$ cat src/hw/rtl/shsf_pkg.sv
// shared types and constants for the hopper spring force block
`timescale 1ns / 1ps
package shsf_pkg;

	typedef struct packed {
		logic signed [31:0] x_position;
		logic signed [31:0] z_position;
		logic signed [31:0] z_velocity;
	} in_beat_t;

	typedef struct packed {
		logic signed [31:0] force_x;
		logic signed [31:0] force_z;
		logic               stance_flag;
		logic               unstable_flag;
	} out_beat_t;

	localparam logic [1:0] REG_REST_LENGTH      = 2'd0;
	localparam logic [1:0] REG_SPRING_STIFFNESS = 2'd1;
	localparam logic [1:0] REG_TOUCHDOWN_HEIGHT = 2'd2;
	localparam logic [1:0] REG_FOOT_OFFSET      = 2'd3;

	localparam logic [20:0] RESET_REST_LENGTH      = 21'd65536;
	localparam logic [15:0] RESET_SPRING_STIFFNESS = 16'd25000;
	localparam logic [20:0] RESET_TOUCHDOWN_HEIGHT = 21'd62705;
	localparam logic [20:0] RESET_FOOT_OFFSET      = 21'd19052;

	// sqrt result bits and divide dividend bits
	// the sum of squares stays below 2^66, so the root never reaches bit 33
	localparam int SQRT_BITS = 33;
	localparam int DIV_BITS  = 87;
	localparam logic [40:0] Q_CAP = 41'h100_0000_0000;

	typedef enum logic [3:0] {
		ST_IDLE,
		ST_PHASE,
		ST_SQ_A,
		ST_SQ_B,
		ST_SQRT,
		ST_MUL_M,
		ST_PROD_X,
		ST_DIV_X,
		ST_PROD_Z,
		ST_DIV_Z,
		ST_FINISH,
		ST_OUT
	} state_t;

	typedef enum logic [3:0] {
		CMD_NONE,
		CMD_LOAD,
		CMD_PHASE,
		CMD_SQ_A,
		CMD_SQ_B,
		CMD_SQRT,
		CMD_MUL_M,
		CMD_PROD_X,
		CMD_PROD_HI,
		CMD_DIV,
		CMD_SAVE_X,
		CMD_PROD_Z,
		CMD_FINISH
	} cmd_t;

	typedef struct packed {
		cmd_t       cmd;
	} ctl_t;

	typedef struct packed {
		logic stance;
		logic zero_len;
	} sts_t;

endpackage

$ cat src/hw/rtl/shsf_ctrl.sv
// controller: sequences one sample through the datapath
`timescale 1ns / 1ps
module shsf_ctrl (
	input  logic            clk,
	input  logic            arst_n,
	input  logic            in_valid,
	output logic            in_stall,
	output logic            out_valid,
	input  logic            out_stall,
	input  shsf_pkg::sts_t  sts,
	output shsf_pkg::ctl_t  ctl
);
	import shsf_pkg::*;

	state_t state_q, state_nx;
	logic [6:0] cnt_q, cnt_nx;

	always_ff @(posedge clk or negedge arst_n) begin
		if (!arst_n) begin
			state_q <= ST_IDLE;
			cnt_q <= '0;
		end else begin
			state_q <= state_nx;
			cnt_q <= cnt_nx;
		end
	end

	always_comb begin
		state_nx = state_q;
		cnt_nx = cnt_q;
		ctl.cmd = CMD_NONE;
		in_stall = 1'b1;
		out_valid = 1'b0;
		unique case (state_q)
			ST_IDLE: begin
				in_stall = 1'b0;
				if (in_valid) begin
					ctl.cmd = CMD_LOAD;
					state_nx = ST_PHASE;
				end
			end
			ST_PHASE: begin
				ctl.cmd = CMD_PHASE;
				state_nx = sts.stance ? ST_SQ_A : ST_OUT;
			end
			ST_SQ_A: begin
				ctl.cmd = CMD_SQ_A;
				state_nx = ST_SQ_B;
			end
			ST_SQ_B: begin
				ctl.cmd = CMD_SQ_B;
				cnt_nx = 7'(SQRT_BITS - 1);
				state_nx = ST_SQRT;
			end
			ST_SQRT: begin
				ctl.cmd = CMD_SQRT;
				cnt_nx = cnt_q - 7'd1;
				if (cnt_q == '0) state_nx = ST_MUL_M;
			end
			ST_MUL_M: begin
				ctl.cmd = CMD_MUL_M;
				state_nx = sts.zero_len ? ST_OUT : ST_PROD_X;
			end
			ST_PROD_X: begin
				ctl.cmd = CMD_PROD_X;
				cnt_nx = 7'(DIV_BITS);
				state_nx = ST_DIV_X;
			end
			ST_DIV_X: begin
				// adds the high partial product first, then divides
				ctl.cmd = (cnt_q == 7'(DIV_BITS)) ? CMD_PROD_HI : CMD_DIV;
				cnt_nx = cnt_q - 7'd1;
				if (cnt_q == '0) state_nx = ST_PROD_Z;
			end
			ST_PROD_Z: begin
				ctl.cmd = CMD_SAVE_X;
				state_nx = ST_DIV_Z;
				cnt_nx = 7'(DIV_BITS + 1);
			end
			ST_DIV_Z: begin
				// loads the low, then the high partial product, then divides
				if (cnt_q == 7'(DIV_BITS + 1)) ctl.cmd = CMD_PROD_Z;
				else if (cnt_q == 7'(DIV_BITS)) ctl.cmd = CMD_PROD_HI;
				else ctl.cmd = CMD_DIV;
				cnt_nx = cnt_q - 7'd1;
				if (cnt_q == '0) state_nx = ST_FINISH;
			end
			ST_FINISH: begin
				ctl.cmd = CMD_FINISH;
				state_nx = ST_OUT;
			end
			ST_OUT: begin
				out_valid = 1'b1;
				if (!out_stall) state_nx = ST_IDLE;
			end
			default: state_nx = ST_IDLE;
		endcase
	end
endmodule

$ cat config.mk
export PLATFORM = sky130hd
export DESIGN_NAME = shsf_ctrl
export DESIGN_NICKNAME = d
export VERILOG_FILES = /design/src/hw/rtl/shsf_pkg.sv /design/src/hw/rtl/shsf_ctrl.sv
export SDC_FILE = /design/constraint.sdc
export NUM_CORES = 1
export LEC_CHECK = 0
export BUFFER_PORTS_ARGS = -buffer_cell sky130_fd_sc_hd__buf_2
export CELL_PAD_IN_SITES_DETAIL_PLACEMENT = 2
export CELL_PAD_IN_SITES_GLOBAL_PLACEMENT = 2
export CORE_MARGIN = 5
export CORE_UTILIZATION = 34
export DETAILED_ROUTE_END_ITERATION = 8
export GPL_TIMING_DRIVEN = 0
export HOLD_SLACK_MARGIN = 0.1
export MAX_ROUTING_LAYER = met4
export PLACE_DENSITY = 0.8
export SYNTH_ARGS = -nofsm -noshare
export SYNTH_HDL_FRONTEND = slang
export SYNTH_SLANG_ARGS = --single-unit
$ cat constraint.sdc
create_clock -name clk -period 2.7 [get_ports clk]
set_clock_uncertainty 0.2 [all_clocks]
set_input_delay 0 -clock clk [delete_from_list [all_inputs] [get_ports clk]]
set_output_delay 0 -clock clk [all_outputs]
set_load 0.005 [all_outputs]
# After elaboration in Yosys (flattened, before gate mapping)
# Cells that the tools add are included.
# op_classes
muxes	15
eq_ne	18
addsub	1
reduce_logical	5
# op_table
op	n
4-bit one-hot mux with 12 select lines	1
4-bit one-hot mux with 11 select lines	1
4-bit two-way mux	7
7-bit one-hot mux with 4 select lines	1
4-bit by 3-bit equality test with 1-bit output, second input constant	4
4-bit equality test, second input constant	4
7-bit equality test, second input constant	2
2-bit != test, second input constant	5
4-bit by 2-bit equality test with 1-bit output, second input constant	2
7-bit logical NOT	1
7-bit by 1-bit subtractor with 7-bit output, second input constant	1
5-bit AND reduction	1
4-bit by 1-bit equality test with 1-bit output, second input constant	1
4-bit logical NOT	1
1-bit two-way mux	4
4-bit nonzero test	1
3-bit OR reduction	1
2-bit two-way mux	1
# totals
reg_bits	11
word_cells	41

# Logic depth before layout (Yosys ltp)
# Gate-level depths: netlist of the first run.
# logic_depth
word_depth	4
depth_mapped	7
depth_no_buf	6

# Worst setup path after synthesis of the first run
# Ideal clock, no wire load.
# synth_timing
path_kind	flip-flop to flip-flop
start	register cnt_q[0]
end	register state_q[1]
arrival_ns	1.878
path_buffers	1
setup_ns	0.143
stages_incl_launch_ff	8
slack_ns	0.479
required_ns	2.357
path_cell_list	dfrtp_1 inv_1 ha_1 or3b_1 clkbuf_1 or3_1 a211oi_1 a221oi_1
# synth_via
elab_chain_len	3
# synth_rtl
element	line_no	rtl
from (decl)	shsf_ctrl.sv:16	logic [6:0] cnt_q, cnt_nx;
from (signal assigned)	shsf_ctrl.sv:24	cnt_q <= cnt_nx;
7-bit logical NOT *	shsf_ctrl.sv:58, shsf_ctrl.sv:73, shsf_ctrl.sv:86	
2-bit != test (no source line)	-	
5-bit AND reduction (no source line) *	-	
to (signal assigned)	shsf_ctrl.sv:23	state_q <= state_nx;
to (decl)	shsf_ctrl.sv:15	state_t state_q, state_nx;
# Mark *: on every way between the ends. The rest lies on a longest branch, timed or not.
# A chain may end at the register's enable or synchronous reset.

# Final worst setup path of the first run
# Same ends and word-level chain as after synthesis.

==> results of run 1 <==
[worst max-delay path by stage]
stage / slack [ns] / endpoint
finish: 0.14 / state_q[1]$_DFFE_PN0P_
global route: 0.02 / state_q[1]$_DFFE_PN0P_
CTS: 0.10 / state_q[1]$_DFFE_PN0P_
detailed placement: 0.11 / state_q[1]$_DFFE_PN0P_
global placement: 0.17 / state_q[1]$_DFFE_PN0P_
floorplan: 0.48 / state_q[1]$_DFFE_PN0P_
[worst max-delay path: stages (launching register included)]
cell,delay (ns)
dfrtp_1,0.46
inv_1,0.14
ha_1,0.25
or3b_1,0.37
clkbuf_1,0.22
or3_4,0.45
a211oi_1,0.27
a221oi_1,0.07
[final cells by class]
| cell class | count | share of cell area |
|---|---|---|
| multi-input combinational | 128 | 0.593 |
| clock buffer | 4 | 0.0185 |
| buffer | 18 | 0.0520 |
| sequential | 11 | 0.194 |
| inverter | 8 | 0.0211 |
| timing repair buffer | 17 | 0.0811 |
| tap | 46 | 0.0405 |
[cells in the final DEF, fill, tap and decap left out, types with 2 or more instances in the layout]
| cell type | n |
|---|---|
| or4_1 | 2 |
| a211oi_1 | 3 |
| a21oi_1 | 9 |
| nand3_1 | 2 |
| o22ai_1 | 4 |
| nand2b_1 | 6 |
| o41ai_1 | 2 |
| o221ai_1 | 2 |
| nor2b_1 | 3 |
| buf_2 | 16 |
| maj3_1 | 2 |
| o31ai_1 | 3 |
| buf_1 | 2 |
| nor2_1 | 12 |
| a31oi_1 | 2 |
| o31a_1 | 2 |
| o21bai_1 | 2 |
| dfrtp_1 | 11 |
| clkbuf_1 | 12 |
| nor3_1 | 4 |
| a22oi_1 | 3 |
| ha_1 | 2 |
| dlygate4sd3_1 | 6 |
| nor4_1 | 2 |
| nand3b_1 | 3 |
| inv_1 | 8 |
| or3_1 | 2 |
| nand2_1 | 8 |
| o21ai_0 | 17 |
| o211a_1 | 2 |
| clkbuf_4 | 3 |
| a221o_1 | 3 |
[cell families after synthesis]
| group | Yosys count |
|---|---|
| buffers and inverters | 26 |
| multiplexers | 1 |
| AND/OR/NAND/NOR | 55 |
| flip-flops | 11 |
| adder cells (fa/ha/maj) | 4 |
| AO/OA/AOI/OAI | 67 |
| XOR/XNOR | 1 |
[registers in the layout, summed over array words and instances, names as in the netlist]
| register | flops |
|---|---|
| cnt_q | 7 |
| state_q | 4 |
[metrics by stage]
stage	total power, µW	hold slack, ns	std cells	setup WS, ns	cell area (µm²)
finish	1970	0.433	232	0.139	1420
global route	2130	0.455	232	0.0156	1420
CTS	1940	0.417	232	0.103	1420
detailed placement	1800	-0.297	222	0.112	1330
global placement	1740	-0.297	222	0.172	1330
floorplan	1340	-0.496	165	0.479	1220
[where the power goes]
part	switching, µW	internal [µW]	total (µW)	leakage, µW
logic	939	562	1500	0.000386
registers	91.0	245	336	0.000134
clock network	70.6	57.5	128	0.0000150
total	1100	865	1970	0.000535
[repair_timing]
item / 4_1_cts / 5_1_grt
endpoints found under the hold margin: 15 / 0
resized for setup: 0 / 1
hold buffers: 6 / 0
endpoints found under the setup margin: 0 / 2
[metal layers]
metal  GRT usage  share of wire  vias to the layer above
met1       0.288           0.47                      744
met4      0.0638          0.014                        0
met3      0.0203          0.029                        5
met2       0.375           0.48                       28
met5           -              0                        -
li1            -              -                      670
==> results.md, run 1 <==
- Num CTS Buffers: 3
- Postcts setup bufs: 0
- Yosys warns: 0
- GRT overflow: 0
- Die Ht: ~70 µm
- Setup TNS: 0 ns
- Startpoint type of the worst setup path: flop
- RSZ-0062 raised after global routing: false
- Crit Path Max Fanout: 7
- Antenna fix cells: 0
- Final setup fails: 0
- Die W: approximately 70 µm
- Worst hold path type: flop to flop
- Cell area after synthesis: around 1200 µm²
- Worst setup path start: cnt_q[0]$_DFFE_PN0P_
- Reg2reg path depth: 7
- Pre-antenna DRT Iters: 4
- Post-synth EDFFs: 0
- CTS root buffer: clkbuf_4
- Fillers: a little over 400
- Iter 0 DRT Violations: ~100
- Slew Viols, Final: 0
- Final #Nets: 195
- Global-route wire length before repair: just over 8 mm
- Routed vias: between 1000 and 1500
- Max-cap viol count: 0
- Clock sinks: 11
- Flip-flop and latch area: about 280 µm²
- Ys async rst share: 1.00
- Seq/Total Area, Yosys: 0.226
- Hold path cells: 1
- Core Util, Final: 0.419
- Static Leak: between 0.0005 and 0.0006 µW
- Post-synthesis simple-gate area fraction: 0.256
- Cell taking the most area after synthesis: dfrtp_1
- Critical path class: flop to flop
- Proportion of layout cells with a drive suffix above 1: 0.113
- Startpoint of the worst hold path: cnt_q[6]$_DFFE_PN0P_
- Worst-Skew Late Latency: ~0.29 ns
- Number of global-route vias before repair: 1559
- Synth top cells by count: o21ai_0 (17), nor2_1 (12), clkbuf_1 (11), dfrtp_1 (11), a21oi_1 (9)
- Adder-cell share of the synthesized area: 0.0370
- Worst-Margin Slew: roughly 0.63 ns
- Worst Setup End Kind: flop
- All-Layer GR Usage: 0.224
- I/O Pins: 12
- Reg-to-reg critical path startpoint: cnt_q[0]$_DFFE_PN0P_
- XOR/XNOR Fraction of Synth Area: 0.00720
- Reg2Reg Setup Slack: roughly 0.14 ns
- WL/cell: around 22 µm
- Maximum VDD drop: roughly 0.62 mV
- # port buffers: 11
- Arrival time at the worst endpoint: 2.51 ns
- Post-synthesis mux area share: 0.00823
- Leading register cell type out of synthesis: dfrtp_1
- WP data required: 2.65 ns
- Post-Synthesis Cells: approximately 170
- Yosys top cell area share: 0.226
- Post-Syn Nets: about 170
- Die ar.: about 4900 µm²
- Clock transition at path regs: roughly 0.09 ns
- Vias per cell: just over 6
- Core Area: 3390 µm²
- DRC Markers: 0
- Period utilization: 0.948
- Multi-input gate area: 842 µm²
- Reg2reg end: state_q[1]$_DFFE_PN0P_
- CTS tree: yes
- Worst slew margin: 0.581
- Largest net degree at the start of global routing: 12
- Min Tclk post-route: roughly 2.6 ns
- Synth Area in Compound Gates: 0.380
- Synth Area per Inst: ~7.4 µm²
- Antenna-violating nets left: 0
- Rows: 21
- Largest family of logic cells by synthesized area: compound AO/OA/AOI/OAI gates
- Power density over the cells: about 1400 nW/µm²
- Yosys reg bits: 11
- Layout area overhead: 16.8%
- Clock Tree Buf Depth: 2
- H-tree depth: 1
- Worst Hold Endpoint: cnt_q[6]$_DFFE_PN0P_
- Fin. Hold Viols: 0
- Max Fclk: roughly 390 MHz
- Hpwl dp: about 3.6 mm
- Most common cell in the netlist: o21ai_0
- Yosys cell types: 55
- Starting Density: 0.359
- Top post-synthesis cells by area: dfrtp_1 (23%), o21ai_0 (7.0%), a21oi_1 (3.7%)
- Status: finished clean
- Final WL: 5.10 mm
- Initial antenna violation count: 0
- GPL Wtd Cong: roughly 0.87
Power figures use the tool's default switching activity.
==> run 2: changes to the inputs <==
ABC_AREA = 1   (was not set)
CORE_UTILIZATION = 30   (was 34)
PLACE_DENSITY = 0.77   (was 0.8)
==> results.md, run 2 <==
- Finished Cell Area: approximately 1100 µm²
- Layout area overhead: 21.3%
- Cell Int Power: 656 µW
- Fin. Hold Viols: 0
- Largest net degree at the start of global routing: 12
- Seq pwr share: 0.246
- Status: finished clean
- Post-DP Area: approximately 1000 µm²
- GPL Wtd Cong: just under 0.8
- Top post-synthesis cells by area: dfrtp_1 (30%), nand2_1 (16%), nand3_1 (11%)
- CTS root buffer: clkbuf_4
- Rows: 20
- Arrival time at the worst endpoint: approximately 2.5 ns
- Cell area after synthesis: a little over 900 µm²
- Antenna-violating nets left: 0
- Pre-CTS setup slack: ~0.88 ns
- Clock Tree Buf Depth: 2
- Period utilization: 0.924
- Vias per cell: about 5.3
- Die W: roughly 65 µm
- Static Leak: between 0.0006 and 0.0007 µW
- Worst-Margin Slew: 0.555 ns
- Clock sinks: 11
- Gate power share: 0.666
- Commonest non-fill, non-tap cells in the layout: nand2_1 (39), nand3_1 (19), inv_1 (13), nor2_1 (13)
- Cell taking the most area after synthesis: dfrtp_1
- # port buffers: 11
- All-Layer GR Usage: 0.184
- Startpoint type of the worst setup path: flop
- Core Area: between 2000 and 3000 µm²
- Final #Nets: around 170
- Clock transition at path regs: roughly 0.090 ns
- Post-synth EDFFs: 0
- Postcts setup bufs: 0
- Yosys warns: 0
- Sw Share: 0.555
- CTS tree: yes
- Yosys reg bits: 11
- Iter 0 DRT Violations: 38
- Final WL: about 3.4 mm
- Largest Register: cnt_q
- Post-Syn Nets: about 140
- Number of global-route vias before repair: approximately 1200
- Min Tclk post-route: approximately 2.5 ns
- Pre-antenna DRT Iters: 4
- Layout Cells excl Fill: between 150 and 200
- Max Fclk: 401 MHz
- Setup TNS: 0 ns
- Yosys cell types: 21
- Die Ht: roughly 65 µm
- Max-cap viol count: 0
- Biggest regs: cnt_q (7), state_q (4)
- Global-route wire length before repair: 5.66 mm
- Seq/Total Area, Yosys: 0.304
- GRT overflow: 0
- Ys async rst share: 1.00
- RSZ-0062 raised after global routing: false
- WP data required: between 2 and 3 ns
- Commonest non-fill, non-tap cell in the layout: nand2_1
- Critical path class: flop to flop
- Worst slew margin: 0.629
- I/O Pins: 12
- Slew Viols, Final: 0
- Clock share of power: 0.088
- Routed vias: roughly 1000
- Final setup fails: 0
- Multi-input gate area: 566 µm²
- Proportion of layout cells with a drive suffix above 1: 0.203
- Most common cell in the netlist: nand2_1
- Crit Path Max Fanout: 5
- Worst-Skew Late Latency: roughly 0.28 ns
- Leading register cell type out of synthesis: dfrtp_1
- Inst Count DP: 180
- Yosys top cell area share: 0.304
- Power density over the cells: approximately 1300 nW/µm²
- Worst Setup End Kind: flop
- Final worst setup slack: a little over 0.2 ns
- Post-Synthesis Cells: 136
- Number of flip-flops in the largest register: 7
- Die ar.: between 4000 and 5000 µm²
- Num CTS Buffers: 3
- Flip-flop and latch area: about 280 µm²
- Synth Area per Inst: around 6.7 µm²
- Initial antenna violation count: 0
- Antenna fix cells: 0
- H-tree depth: 1
- Worst hold path type: primary input to flop
- P_sw: 820 µW
- WL/cell: 17.7 µm
- Starting Density: 0.304
- Fillers: between 300 and 400
- Synth top cells by count: nand2_1 (39), nand3_1 (19), inv_1 (13), nor2_1 (13), dfrtp_1 (11)
- Total power draw: ~1500 µW
- DRC Markers: 0
- Hpwl dp: 2.42 mm
- Maximum VDD drop: 0.498 mV
==> run 2: cell types whose count changed after synthesis, moves of 4 or more <==
cell      delta
a21oi_1      -4
buf_2        -5
clkbuf_1    -11
inv_1        +5
inv_2        +4
nand2_1     +31
nand2_2      +5
nand2b_1     -6
nand3_1     +17
nor2_2       +4
o21ai_0     -14
o22ai_1      -4
==> run 2: kinds of logic (layout without fill, tap and decap cells) <==
kind of cell               count (synthesis)  after routing  share of synthesized area
adders and majority gates                  2              2                     0.0277
buffers and inverters                     17             39                     0.0705
AOI/OAI and AO/OA                         14             14                     0.0954
DFF                                       11             11                      0.304
xor gates and xnor gates                   3              3                     0.0291
and+or+nand+nor                           89             89                      0.473
==> run 2: repair_timing <==
item | in CTS | in global routing
endpoints found under the hold margin | 15 | 0
hold buffers | 7 | 0
gates resized for setup | 0 | 0
==> run 2: power groups by stage <==
stage | clock, µW | combinational (µW) | sequential [µW]
after detailed placement | 0 | 921 | 361
after CTS | 128 | 983 | 358
after global placement | 0 | 870 | 354
after floorplan | 0 | 662 | 328
final | 129 | 984 | 363
after global routing | 140 | 1100 | 381
==> run 2: layout make-up <==
class                           count  area share
Clock buffer                        4      0.0239
Inverter                           17      0.0582
Multi-Input combinational cell    108       0.515
Sequential cell                    11       0.251
Tap cell                           33      0.0376
Timing Repair Buffer               18       0.114
==> run 2: layer usage <==
| layer | GRT usage | vias to the layer above | share of wire |
|---|---|---|---|
| met5 | - | - | 0 |
| met4 | 0.0528 | 0 | 0.011 |
| met3 | 0.0295 | 4 | 0.028 |
| met2 | 0.333 | 14 | 0.52 |
| met1 | 0.207 | 509 | 0.44 |
| li1 | - | 490 | - |
==> run 2: final timing paths <==
kind                       depth (start not counted)                 start  slack, ns                endpoint
min                                                7                sts[0]       0.10  state_q[0]$_DFFE_PN0P_
max                                                6  cnt_q[0]$_DFFE_PN0P_       0.20  state_q[3]$_DFFE_PN0P_
max in group asynchronous                          3                arst_n       1.38  state_q[0]$_DFFE_PN0P_
min reg2reg                                        2  cnt_q[1]$_DFFE_PN0P_       0.37    cnt_q[1]$_DFFE_PN0P_
max reg2reg                                        6  cnt_q[0]$_DFFE_PN0P_       0.20  state_q[3]$_DFFE_PN0P_
min in group asynchronous                          3                arst_n       0.56    cnt_q[0]$_DFFE_PN0P_
==> run 2: through the flow <==
step	hold slack [ns]	util
final	0.104	0.368
after global routing	0.167	0.368
after CTS	0.107	0.368
after detailed placement	-0.296	0.336
after global placement	-0.309	0.336
after floorplan	-0.496	-
==> run 2: critical path, stage by stage (launching register included) <==
cell and delay, ns:
dfrtp_1 0.42, inv_1 0.17, ha_1 0.34, nand3_1 0.28, a21boi_0 0.30, nand2_1 0.09
dlygate4sd3_1 0.57
